<file path="config.mk">
export PLATFORM = sky130hd
export DESIGN_NAME = edid_stream_validator
export DESIGN_NICKNAME = d
export VERILOG_FILES = /design/src/hw/rtl/edsv_pkg.sv /design/src/hw/rtl/edid_stream_validator.sv /design/src/hw/rtl/edsv_in_stage.sv /design/src/hw/rtl/edsv_core.sv /design/src/hw/rtl/edsv_out_stage.sv
export SDC_FILE = /design/constraint.sdc
export NUM_CORES = 1
export LEC_CHECK = 0
export BUFFER_PORTS_ARGS = -buffer_cell sky130_fd_sc_hd__buf_2
export CAP_MARGIN = 20
export CORE_ASPECT_RATIO = 1.5
export CORE_MARGIN = 5
export CORE_UTILIZATION = 50
export CTS_CLUSTER_DIAMETER = 40
export DETAILED_ROUTE_END_ITERATION = 10
export GPL_TIMING_DRIVEN = 0
export PLACE_DENSITY_LB_ADDON = 0.2
export REMOVE_ABC_BUFFERS = 1
export SYNTH_ARGS = -nofsm -noshare
export SYNTH_HDL_FRONTEND = slang
export SYNTH_SLANG_ARGS = --single-unit
</file>
<file path="constraint.sdc">
create_clock -name clk -period 4.1 [get_ports clk]
set_input_delay 1.025 -clock clk [delete_from_list [all_inputs] [get_ports clk]]
set_output_delay 1.025 -clock clk [all_outputs]
set_load 0.02 [all_outputs]
</file>
<file path="src/hw/rtl/edsv_pkg.sv">
// Shared constants, types and helper function for the EDID stream validator.
package edsv_pkg;

    localparam int MAX_BLOCKS = 2;
    localparam int BLK        = 128;
    localparam int OFF_W      = $clog2(BLK);
    localparam int WINDOW     = MAX_BLOCKS * BLK;
    localparam int POS_W      = $clog2(WINDOW + 1);
    localparam int BLK_W      = POS_W - OFF_W;
    localparam int CMP_W      = (BLK_W > 8) ? BLK_W : 8;
    localparam int FB_W       = 2;

    localparam logic [OFF_W-1:0] OFF_HDR_END  = OFF_W'(8);
    localparam logic [OFF_W-1:0] OFF_VERSION  = OFF_W'(18);
    localparam logic [OFF_W-1:0] OFF_REVISION = OFF_W'(19);
    localparam logic [OFF_W-1:0] OFF_EXT_CNT  = OFF_W'(126);
    localparam logic [OFF_W-1:0] OFF_CHKSUM   = OFF_W'(127);

    localparam logic [7:0] VERSION_ONE  = 8'd1;
    localparam logic [7:0] REVISION_MAX = 8'd4;
    localparam logic [7:0] DAMAGED_SUM  = 8'd6;

    typedef struct packed {
        logic [7:0] data_byte;
        logic       last_byte;
    } item_t;

    typedef struct packed {
        logic hdr;
        logic zero;
        logic ones;
    } block_flags_t;

    typedef struct packed {
        logic base;
        logic ext;
        logic sums;
    } verdict_flags_t;

    typedef struct packed {
        logic            is_edid;
        logic            header_exact;
        logic            header_damaged_pattern;
        logic            extensions_valid;
        logic            checksums_valid;
        logic [FB_W-1:0] full_blocks;
    } result_t;

    function automatic logic [7:0] header_byte(input logic [2:0] off);
        begin
            header_byte = (off == 3'd0 || off == 3'd7) ? 8'h00 : 8'hFF;
        end
    endfunction

endpackage

</file>
<file path="src/hw/rtl/edid_stream_validator.sv">
// Top level of the EDID stream validator.
//
// Usage:
//   Bytes of one EDID data set enter on the byte channel (byte_valid,
//   byte_ready, data_byte, last_byte), one byte per transfer, with last_byte
//   high on the final byte. Exactly one verdict leaves on the verdict channel
//   (verdict_valid, verdict_ready and the six result fields) per data set.
//   Bytes beyond the examined window are accepted and ignored.
// Throughput and pipeline:
//   One byte per cycle, except while a last byte waits for the pending verdict.
//   After the last byte transfers, it sits in the input register, then the
//   verdict goes to the result register. The per-byte work is an 8-bit
//   running sum plus a few flag updates.
// Reset:
//   rst_n clears both pipeline registers and returns the running state to
//   the start of a data set; no clearing pass is needed.
// Stall:
//   While a verdict waits for verdict_ready, bytes of the next data set keep
//   flowing; only the next last byte holds in the input register, and
//   byte_ready drops, until the waiting verdict is taken.
module edid_stream_validator (
    input  logic       clk,
    input  logic       rst_n,
    input  logic       byte_valid,
    output logic       byte_ready,
    input  logic [7:0] data_byte,
    input  logic       last_byte,
    output logic       verdict_valid,
    input  logic       verdict_ready,
    output logic       is_edid,
    output logic       header_exact,
    output logic       header_damaged_pattern,
    output logic       extensions_valid,
    output logic       checksums_valid,
    output logic [1:0] full_blocks
);
    import edsv_pkg::*;

    logic    item_valid;
    item_t   item;
    logic    fire;
    logic    out_busy;
    logic    res_valid;
    result_t res;
    result_t verdict;

    edsv_in_stage u_in_stage (
        .clk        (clk),
        .rst_n      (rst_n),
        .byte_valid (byte_valid),
        .byte_ready (byte_ready),
        .data_byte  (data_byte),
        .last_byte  (last_byte),
        .fire       (fire),
        .item_valid (item_valid),
        .item       (item)
    );

    edsv_core u_core (
        .clk        (clk),
        .rst_n      (rst_n),
        .item_valid (item_valid),
        .item       (item),
        .out_busy   (out_busy),
        .fire       (fire),
        .res_valid  (res_valid),
        .res        (res)
    );

    edsv_out_stage u_out_stage (
        .clk           (clk),
        .rst_n         (rst_n),
        .res_valid     (res_valid),
        .res           (res),
        .out_busy      (out_busy),
        .verdict_valid (verdict_valid),
        .verdict_ready (verdict_ready),
        .verdict       (verdict)
    );

    assign is_edid                = verdict.is_edid;
    assign header_exact           = verdict.header_exact;
    assign header_damaged_pattern = verdict.header_damaged_pattern;
    assign extensions_valid       = verdict.extensions_valid;
    assign checksums_valid        = verdict.checksums_valid;
    assign full_blocks            = verdict.full_blocks;

endmodule

</file>
<file path="src/hw/rtl/edsv_in_stage.sv">
// Input register: holds one accepted byte until the core consumes it.
module edsv_in_stage (
    input  logic          clk,
    input  logic          rst_n,
    input  logic          byte_valid,
    output logic          byte_ready,
    input  logic [7:0]    data_byte,
    input  logic          last_byte,
    input  logic          fire,
    output logic          item_valid,
    output edsv_pkg::item_t item
);
    import edsv_pkg::*;

    logic  valid_reg;
    logic  valid_next;
    item_t item_reg;

    assign byte_ready = !valid_reg || fire;
    assign valid_next = (byte_valid && byte_ready) ? 1'b1 : (fire ? 1'b0 : valid_reg);

    always_ff @(posedge clk or negedge rst_n)
    begin
        if (!rst_n)
        begin
            valid_reg <= 1'b0;
        end
        else
        begin
            valid_reg <= valid_next;
        end
    end

    always_ff @(posedge clk)
    begin
        if (byte_valid && byte_ready)
        begin
            item_reg <= '{data_byte: data_byte, last_byte: last_byte};
        end
    end

    assign item_valid = valid_reg;
    assign item       = item_reg;

endmodule

</file>
<file path="src/hw/rtl/edsv_core.sv">
// Running block state and end-of-set verdict logic.
module edsv_core (
    input  logic              clk,
    input  logic              rst_n,
    input  logic              item_valid,
    input  edsv_pkg::item_t   item,
    input  logic              out_busy,
    output logic              fire,
    output logic              res_valid,
    output edsv_pkg::result_t res
);
    import edsv_pkg::*;

    logic [POS_W-1:0] pos_reg, pos_next;
    logic [7:0]       block_sum_reg, block_sum_next;
    logic [7:0]       tail_sum_reg, tail_sum_next;
    logic             header_match_reg, header_match_next;
    logic             version_ok_reg, version_ok_next;
    logic [7:0]       ext_count_reg, ext_count_next;
    block_flags_t     block_flags_reg, block_flags_next;
    verdict_flags_t   verdict_flags_reg, verdict_flags_next;

    logic [OFF_W-1:0] off, end_off;
    logic [BLK_W-1:0] blk, end_blk;
    logic [7:0]       d;
    logic             hdr_miss;
    logic             ext_ok;
    logic             exact, damaged;

    assign fire      = item_valid && !(item.last_byte && out_busy);
    assign res_valid = fire && item.last_byte;
    assign d         = item.data_byte;
    assign off       = pos_reg[OFF_W-1:0];
    assign blk       = pos_reg[POS_W-1:OFF_W];
    assign hdr_miss  = (off < OFF_HDR_END) && (d != header_byte(off[2:0]));

    always_comb
    begin
        pos_next           = pos_reg;
        block_sum_next     = block_sum_reg;
        tail_sum_next      = tail_sum_reg;
        header_match_next  = header_match_reg;
        version_ok_next    = version_ok_reg;
        ext_count_next     = ext_count_reg;
        block_flags_next   = block_flags_reg;
        verdict_flags_next = verdict_flags_reg;

        if (pos_reg < POS_W'(WINDOW))
        begin
            if (off == '0)
            begin
                block_sum_next   = 8'h00;
                block_flags_next = '{hdr: 1'b1, zero: 1'b1, ones: 1'b1};
            end
            block_sum_next = block_sum_next + d;
            if (hdr_miss)
            begin
                block_flags_next.hdr = 1'b0;
            end
            if (off != OFF_CHKSUM)
            begin
                if (d != 8'h00)
                begin
                    block_flags_next.zero = 1'b0;
                end
                if (d != 8'hFF)
                begin
                    block_flags_next.ones = 1'b0;
                end
            end

            if (blk == '0)
            begin
                if (hdr_miss)
                begin
                    header_match_next = 1'b0;
                end
                if (off >= OFF_HDR_END)
                begin
                    tail_sum_next = tail_sum_reg + d;
                end
                if (off == OFF_VERSION)
                begin
                    version_ok_next = (d == VERSION_ONE);
                end
                if (off == OFF_REVISION && d > REVISION_MAX)
                begin
                    version_ok_next = 1'b0;
                end
                if (off == OFF_EXT_CNT)
                begin
                    ext_count_next = d;
                end
                if (off == OFF_CHKSUM)
                begin
                    verdict_flags_next.base = 1'b1;
                    if (block_sum_next != 8'h00)
                    begin
                        verdict_flags_next.sums = 1'b0;
                    end
                end
            end
            else if (off == OFF_CHKSUM && CMP_W'(blk) <= CMP_W'(ext_count_reg))
            begin
                if (block_flags_next.hdr || block_flags_next.zero || block_flags_next.ones)
                begin
                    verdict_flags_next.ext = 1'b0;
                end
                else if (block_sum_next != 8'h00)
                begin
                    verdict_flags_next.sums = 1'b0;
                end
            end
            pos_next = pos_reg + POS_W'(1);
        end
    end

    assign end_off = pos_next[OFF_W-1:0];
    assign end_blk = pos_next[POS_W-1:OFF_W];

    always_comb
    begin
        ext_ok = verdict_flags_next.ext;
        if (verdict_flags_next.base && end_off != '0 && end_blk != '0
            && CMP_W'(end_blk) <= CMP_W'(ext_count_next))
        begin
            ext_ok = 1'b0;
        end
        exact   = verdict_flags_next.base && header_match_next;
        damaged = verdict_flags_next.base && version_ok_next
                  && (tail_sum_next == DAMAGED_SUM);
        res.is_edid                = exact || damaged;
        res.header_exact           = exact;
        res.header_damaged_pattern = damaged;
        res.extensions_valid       = verdict_flags_next.base && ext_ok;
        res.checksums_valid        = verdict_flags_next.base && verdict_flags_next.sums;
        res.full_blocks            = FB_W'(end_blk);
    end

    always_ff @(posedge clk or negedge rst_n)
    begin
        if (!rst_n)
        begin
            pos_reg           <= '0;
            block_sum_reg     <= 8'h00;
            tail_sum_reg      <= 8'h00;
            header_match_reg  <= 1'b1;
            version_ok_reg    <= 1'b0;
            ext_count_reg     <= 8'h00;
            block_flags_reg   <= '{hdr: 1'b1, zero: 1'b1, ones: 1'b1};
            verdict_flags_reg <= '{base: 1'b0, ext: 1'b1, sums: 1'b1};
        end
        else if (fire)
        begin
            if (item.last_byte)
            begin
                pos_reg           <= '0;
                block_sum_reg     <= 8'h00;
                tail_sum_reg      <= 8'h00;
                header_match_reg  <= 1'b1;
                version_ok_reg    <= 1'b0;
                ext_count_reg     <= 8'h00;
                block_flags_reg   <= '{hdr: 1'b1, zero: 1'b1, ones: 1'b1};
                verdict_flags_reg <= '{base: 1'b0, ext: 1'b1, sums: 1'b1};
            end
            else
            begin
                pos_reg           <= pos_next;
                block_sum_reg     <= block_sum_next;
                tail_sum_reg      <= tail_sum_next;
                header_match_reg  <= header_match_next;
                version_ok_reg    <= version_ok_next;
                ext_count_reg     <= ext_count_next;
                block_flags_reg   <= block_flags_next;
                verdict_flags_reg <= verdict_flags_next;
            end
        end
    end

endmodule

</file>
<file path="src/hw/rtl/edsv_out_stage.sv">
// Result register: holds one verdict until the receiver takes the transfer.
module edsv_out_stage (
    input  logic              clk,
    input  logic              rst_n,
    input  logic              res_valid,
    input  edsv_pkg::result_t res,
    output logic              out_busy,
    output logic              verdict_valid,
    input  logic              verdict_ready,
    output edsv_pkg::result_t verdict
);
    import edsv_pkg::*;

    logic    valid_reg;
    logic    valid_next;
    result_t res_reg;

    assign out_busy   = valid_reg && !verdict_ready;
    assign valid_next = res_valid ? 1'b1 : (verdict_ready ? 1'b0 : valid_reg);

    always_ff @(posedge clk or negedge rst_n)
    begin
        if (!rst_n)
        begin
            valid_reg <= 1'b0;
        end
        else
        begin
            valid_reg <= valid_next;
        end
    end

    always_ff @(posedge clk)
    begin
        if (res_valid)
        begin
            res_reg <= res;
        end
    end

    assign verdict_valid = valid_reg;
    assign verdict       = res_reg;

endmodule

</file>
==> key figures, run 1 <==
Logic synthesis
  • Area contributors post-synth: dfrtp_1, edfxtp_1, ha_1
  • Dominant synthesized flop cell: dfrtp_1
  • Register area share after synthesis: 43.8%
  • Avg Cell Area, Syn: approximately 9.7 µm²
  • Number of synthesized flops with an enable pin: 16
  • Synth Instances: around 370
  • Count of different cell masters after synthesis: 59
  • Synthesized area: 3570 µm²
  • Syn. warnings: 0
  • Synth area leader: dfrtp_1
  • Yosys reg bits: slightly below 60
  • Post-synth ARST share: 72.9%
  • Post-synth top area share: about a quarter

Clock tree
  • Clk sinks: around 60
  • CTS buffer count: 9
  • CTS Buffer Depth: 2
  • Post-CTS Resized: 0
  • H-tree depth: 3
  • Clock slew at reported path FFs: approximately 0.070 ns
  • TritonCTS clock tree: yes
  • Hold_buf cts: 0
  • Post-CTS Setup Inserts: 0
  • Clock root buffer: clkbuf_8
  • Skew-Pair Late Insertion Delay: ~0.34 ns

Critical path
  • Worst Setup Start Kind: register
  • Critical path data required time: about 4.3 ns
  • Crit. End Element: register
  • CP max FO: 9
  • Crit Path Category: register to register
  • Worst Path Arrival: 4.02 ns

Final layout
  • Post-Route Utilization: about 57%
  • Nets@finish: ~420
  • Most common cell after layout, fill and taps aside: o21ai_0
  • Layout cell share with drive strength beyond 1: about an eighth
  • # diodes: 0
  • Most frequent cells in the layout: o21ai_0, dfrtp_1, nand2_1
  • Finished Layout Cells: about 470
  • Area delta synth->final: 9.87%

Global route
  • Number of global-route vias before repair: 2,917
  • Total Routing Usage GR: 20.4%
  • Initial antenna violation count: 0
  • Largest net degree at the start of global routing: 44
  • First-pass GRT wire length: approximately 14,000 µm
  • GRT Residual Overflow: 0

Floorplanning
  • Die width: slightly below 80 µm
  • Initial Utilization: about half
  • Rows: 37
  • IO Pins: 22
  • Area of the core: 6900 µm²
  • DIE HEIGHT: 114 µm
  • Die footprint: around 9000 µm²

Route
  • Remaining DRCs: 0
  • DR vias: 2,946
  • Total routed wirelength: 8620 µm
  • WL/cell: between 15 and 20 µm
  • Via density: roughly 6.3
  • Final ANT Viol Nets: 0
  • DRT iter0 DRCs: ~270
  • DRT Pass-1 Iters: 5

Place
  • Pre-CTS setup slack: 0.356 ns
  • GP Congestion: ~0.90
  • Post-DP HPWL: about 6300 µm
  • I/O Buffers: 21
  • Placed cell count: 455

STA
  • Slew headroom: between 30% and 40%
  • Slew Limit Fails: 0
  • Minimum clock period: 3.83 ns
  • Unrepaired setup endpoints after global routing: no
  • Setup TNS: 0 ns
  • Final hold vios: 0
  • Hold WS: approximately 0.48 ns
  • FMAX: approximately 260 MHz
  • Worst-margin pin slew: between 1 and 1.5 ns
  • Final setup violation count: 0
  • Final period util: between 90 and 100%
  • Crit path setup slack, layout: between 0.2 and 0.3 ns
  • Worst clock skew: between 0.009 and 0.01 ns

Status
  • Status: completed

Power
  • PD cells: approximately 470 nW/µm²
  • Worst IR Drop VDD: around 0.37 mV
  • Pleak: ~0.0017 µW

Hold path
  • Worst min path class: register to register

Run
  • Max cap viols: 0
worst max-delay path: stages, from the launching register on:
cell	delay (ns)
dfrtp_1	0.47
nor4_1	0.77
nand2b_1	0.34
and2_1	0.25
ha_1	0.20
fa_1	0.41
a211o_1	0.31
o21ai_0	0.13
xnor2_1	0.13
nor4_1	0.43
nand2_1	0.11
a21oi_1	0.13
worst paths after layout:
check	startpoint	end	slack, ns	cells after the start
setup reg to reg	u_core.pos_reg[5]$_DFFE_PN0P_	u_out_stage.verdict[2]$_DFFE_PP_	0.27	11
hold / removal	u_core.header_match_reg$_DFFE_PN1P_	u_core.header_match_reg$_DFFE_PN1P_	0.48	2
setup / recovery	u_core.pos_reg[5]$_DFFE_PN0P_	u_out_stage.verdict[2]$_DFFE_PP_	0.27	11
min in group asynchronous	rst_n	u_core.tail_sum_reg[0]$_DFFE_PN0P_	0.84	1
max in group asynchronous	rst_n	u_core.tail_sum_reg[4]$_DFFE_PN0P_	2.62	1
hold reg to reg	u_core.header_match_reg$_DFFE_PN1P_	u_core.header_match_reg$_DFFE_PN1P_	0.48	2
cell type report:
type	count	area, µm²
clock buffers	9	124
clock inverters	7	78.8
fillers	626	2970
inverters	16	60.1
multi-input cells	281	1900
flip-flops and latches	59	1560
well taps	78	97.6
repair buffers	21	105
metrics by stage:
stage                     instance area, µm²  total power, µW
after floorplan                         3520             1160
after global placement                  3720             1290
after detailed placement                3720             1300
after CTS                               3930             1840
after global routing                    3930             1950
final                                   3930             1830
where the power goes:
| group | leakage, µW | total (µW) | internal, µW | switching, µW |
|---|---|---|---|---|
| clock | 0.0000916 | 532 | 283 | 250 |
| sequential | 0.000725 | 754 | 682 | 71.7 |
| combinational | 0.000913 | 544 | 229 | 315 |
| total | 0.00173 | 1830 | 1190 | 636 |
cells by family (layout without fill, tap and decap cells):
group / after synthesis / after routing / synth area share [%]
AND/OR/NAND/NOR: 126 / 126 / 19.1
AO/OA/AOI/OAI: 116 / 116 / 21.4
flip-flops: 59 / 59 / 43.8
buffers and inverters: 29 / 53 / 3.15
adder cells (fa/ha/maj): 23 / 23 / 8.47
XOR/XNOR: 11 / 11 / 2.70
multiplexers: 5 / 5 / 1.44
metal layers:
layer  vias to the layer above  routed length (µm)  track usage (%)
li1                       1432                   -                -
met1                      1408                3430             23.4
met2                        85                4600             36.8
met3                        21                 371             4.11
met4                         0                 218             8.14
met5                         -                   0                0
cells in the mapped netlist, types with 5 or more instances:
master and instances:
a21o_1 5, a21oi_1 14, a22o_1 11, a22oi_1 9, and2_1 11, clkbuf_1 12
dfrtp_1 37, dfstp_2 6, edfxtp_1 16, ha_1 21, inv_1 16, nand2_1 33
nand2b_1 5, nand3_1 8, nand4_1 9, nor2_1 19, nor3_1 7, nor4_1 6
o21ai_0 41, xnor2_1 6, xor2_1 5
Note: power is estimated with default switching activity, not from simulation.
==> inputs of run 2 (changes only) <==
- CELL_PAD_IN_SITES_DETAIL_PLACEMENT: not set -> 0
- CELL_PAD_IN_SITES_GLOBAL_PLACEMENT: not set -> 1
- CORE_UTILIZATION: 50 -> 48
- CTS_CLUSTER_DIAMETER: 40 -> 200
==> run 2 against run 1 <==
Compared with the run above: via count grew 0.98%; core utilization shrank 2.5 points; register-to-register slack better by 0.16 ns; clock power shrank 13%; critical endpoint unchanged; largest cell class unchanged.
==> key figures, run 2 (same netlist as run 1, synthesis figures left out) <==
Route
  • DRT iter0 DRCs: 116
  • DRT Pass-1 Iters: 4
  • DR vias: approximately 3,000
  • Final ANT Viol Nets: 0
  • Remaining DRCs: 0
  • Via density: around 6
  • Total routed wirelength: roughly 9000 µm
  • WL/cell: 18.2 µm

Status
  • Status: completed

Clock tree
  • Hold_buf cts: 0
  • Post-CTS Setup Inserts: 0
  • Clock root buffer: clkbuf_8
  • CTS buffer count: 9
  • TritonCTS clock tree: yes
  • Clk sinks: about 60
  • CTS Buffer Depth: 2
  • Skew-Pair Late Insertion Delay: between 0.3 and 0.4 ns
  • Clock slew at reported path FFs: ~0.070 ns
  • H-tree depth: 3

Hold path
  • Worst hold path depth: 2
  • Worst min path class: register to register

Run
  • Max cap viols: 0

Floorplanning
  • Die footprint: approximately 9300 µm²
  • Area of the core: 7270 µm²
  • Rows: 38
  • IO Pins: 22
  • Initial Utilization: around half
  • Die width: 80.5 µm
  • DIE HEIGHT: between 100 and 150 µm

Critical path
  • Critical path data required time: 4.30 ns
  • Number of buffers and inverters on the critical path: 0
  • CP max FO: 9
  • Number of cells on the critical path: 11
  • Reg2reg setup slack: roughly 0.43 ns
  • Cell family with most CP delay: simple AND/OR/NAND/NOR gates
  • Slowest CP cell: nor4_1
  • Delay of the slowest critical-path stage: 0.56 ns
  • R2R depth: 11
  • Crit. End Element: register
  • Critical-path cell list: nor4_2 -> nand2b_1 -> and2_1 -> ha_1 -> fa_1 -> a211o_1 -> o21ai_0 -> xnor2_1 -> nor4_1 -> nand2_1 -> a21oi_1
  • Crit Path Category: register to register
  • Worst Path Arrival: about 3.9 ns
  • Worst Setup Start Kind: register

Power
  • PD cells: 443 nW/µm²
  • Pleak: approximately 0.0017 µW
  • Worst IR Drop VDD: 0.265 mV

STA
  • Final hold vios: 0
  • Unrepaired setup endpoints after global routing: no
  • Worst-margin pin slew: between 1 and 1.5 ns
  • FMAX: 272 MHz
  • Slew headroom: between 30 and 40%
  • Final period util: about nine tenths
  • Slew Limit Fails: 0
  • Worst clock skew: between 0.007 and 0.008 ns
  • Minimum clock period: between 3 and 4 ns
  • Hold WS: roughly 0.49 ns
  • Final setup violation count: 0
  • Setup TNS: 0 ns

Global route
  • Number of global-route vias before repair: ~3,000
  • GRT Residual Overflow: 0
  • First-pass GRT wire length: between 10,000 and 15,000 µm
  • Largest net degree at the start of global routing: 44
  • Total Routing Usage GR: around a fifth
  • Initial antenna violation count: 0

Place
  • GP Congestion: about 0.86
  • Post-DP HPWL: ~6500 µm
  • I/O Buffers: 21

Final layout
  • Most frequent cells in the layout: o21ai_0, dfrtp_1, nand2_1
  • # diodes: 0
  • Most common cell after layout, fill and taps aside: o21ai_0
  • Nets@finish: around 430
  • Layout cell share with drive strength beyond 1: 13.2%
  • Filler cells: roughly 690
  • Area delta synth->final: 10.7%
run 2: cell count changes in the layout (fill, tap and decap cells not counted), sizes merged:
| cell | previous run | this run |
|---|---|---|
| buf | 21 | 23 |
| clkinv | 3 | 4 |
| bufinv | 1 | 0 |
run 2: path summary, 6_finish.rpt:
check	startpoint	endpoint
worst max-delay path	u_core.pos_reg[5]$_DFFE_PN0P_	u_out_stage.verdict[2]$_DFFE_PP_
worst min-delay path	u_core.header_match_reg$_DFFE_PN1P_	u_core.header_match_reg$_DFFE_PN1P_
worst max register to register	u_core.pos_reg[5]$_DFFE_PN0P_	u_out_stage.verdict[2]$_DFFE_PP_
worst min register to register	u_core.header_match_reg$_DFFE_PN1P_	u_core.header_match_reg$_DFFE_PN1P_
max in group asynchronous	rst_n	u_core.header_match_reg$_DFFE_PN1P_
min in group asynchronous	rst_n	u_core.pos_reg[4]$_DFFE_PN0P_
run 2: cell type report:
type                    count  area (µm²)  share of cell area, %
multi-input cells         281        1900                   48.1
flip-flops and latches     59        1560                   39.5
repair buffers             23         136                   3.45
well taps                 100         125                   3.16
clock buffers               9         124                   3.13
inverters                  16        60.1                   1.52
clock inverters             7        45.0                   1.14
run 2: metal layers:
metal / GRT usage (%) / share of wire (%)
met4: 12.1 / 3.4
met3: 4.98 / 4.8
met1: 23.5 / 41
met2: 36.8 / 50
met5: 0 / 0
run 2: where the power goes:
| group | switching (µW) | internal [µW] | leakage (µW) |
|---|---|---|---|
| Combinational | 306 | 233 | 0.000930 |
| Clock | 247 | 215 | 0.0000787 |
| Sequential | 72.2 | 682 | 0.000725 |
| Total | 624 | 1130 | 0.00173 |
run 2: per-stage QoR:
stage                     power (µW)  std cells  instance area [µm²]  setup slack (ns)  utilization [%]
after floorplan                 1160        356                 3520              1.09                -
after detailed placement        1300        478                 3760             0.228             51.7
after global placement          1290        477                 3750             0.234             51.6
final                           1750        495                 3960             0.427             54.4
after CTS                       1770        494                 3930             0.205             54.0
after global routing            1880        495                 3960            0.0205             54.4
run 2: worst min-delay path: cells and delay by family, from the launching register on:
kind	cells	cell delay, ns
AOI/OAI and AO/OA	1	0.06
and+or+nand+nor	1	0.06
DFF	1	0.37
run 2: timing repair:
| item | 4_1_cts | 5_1_grt |
|---|---|---|
| endpoints found under the hold margin | 0 | 0 |
| setup endpoints to repair | 0 | 2 |
| resized for setup | 0 | 1 |
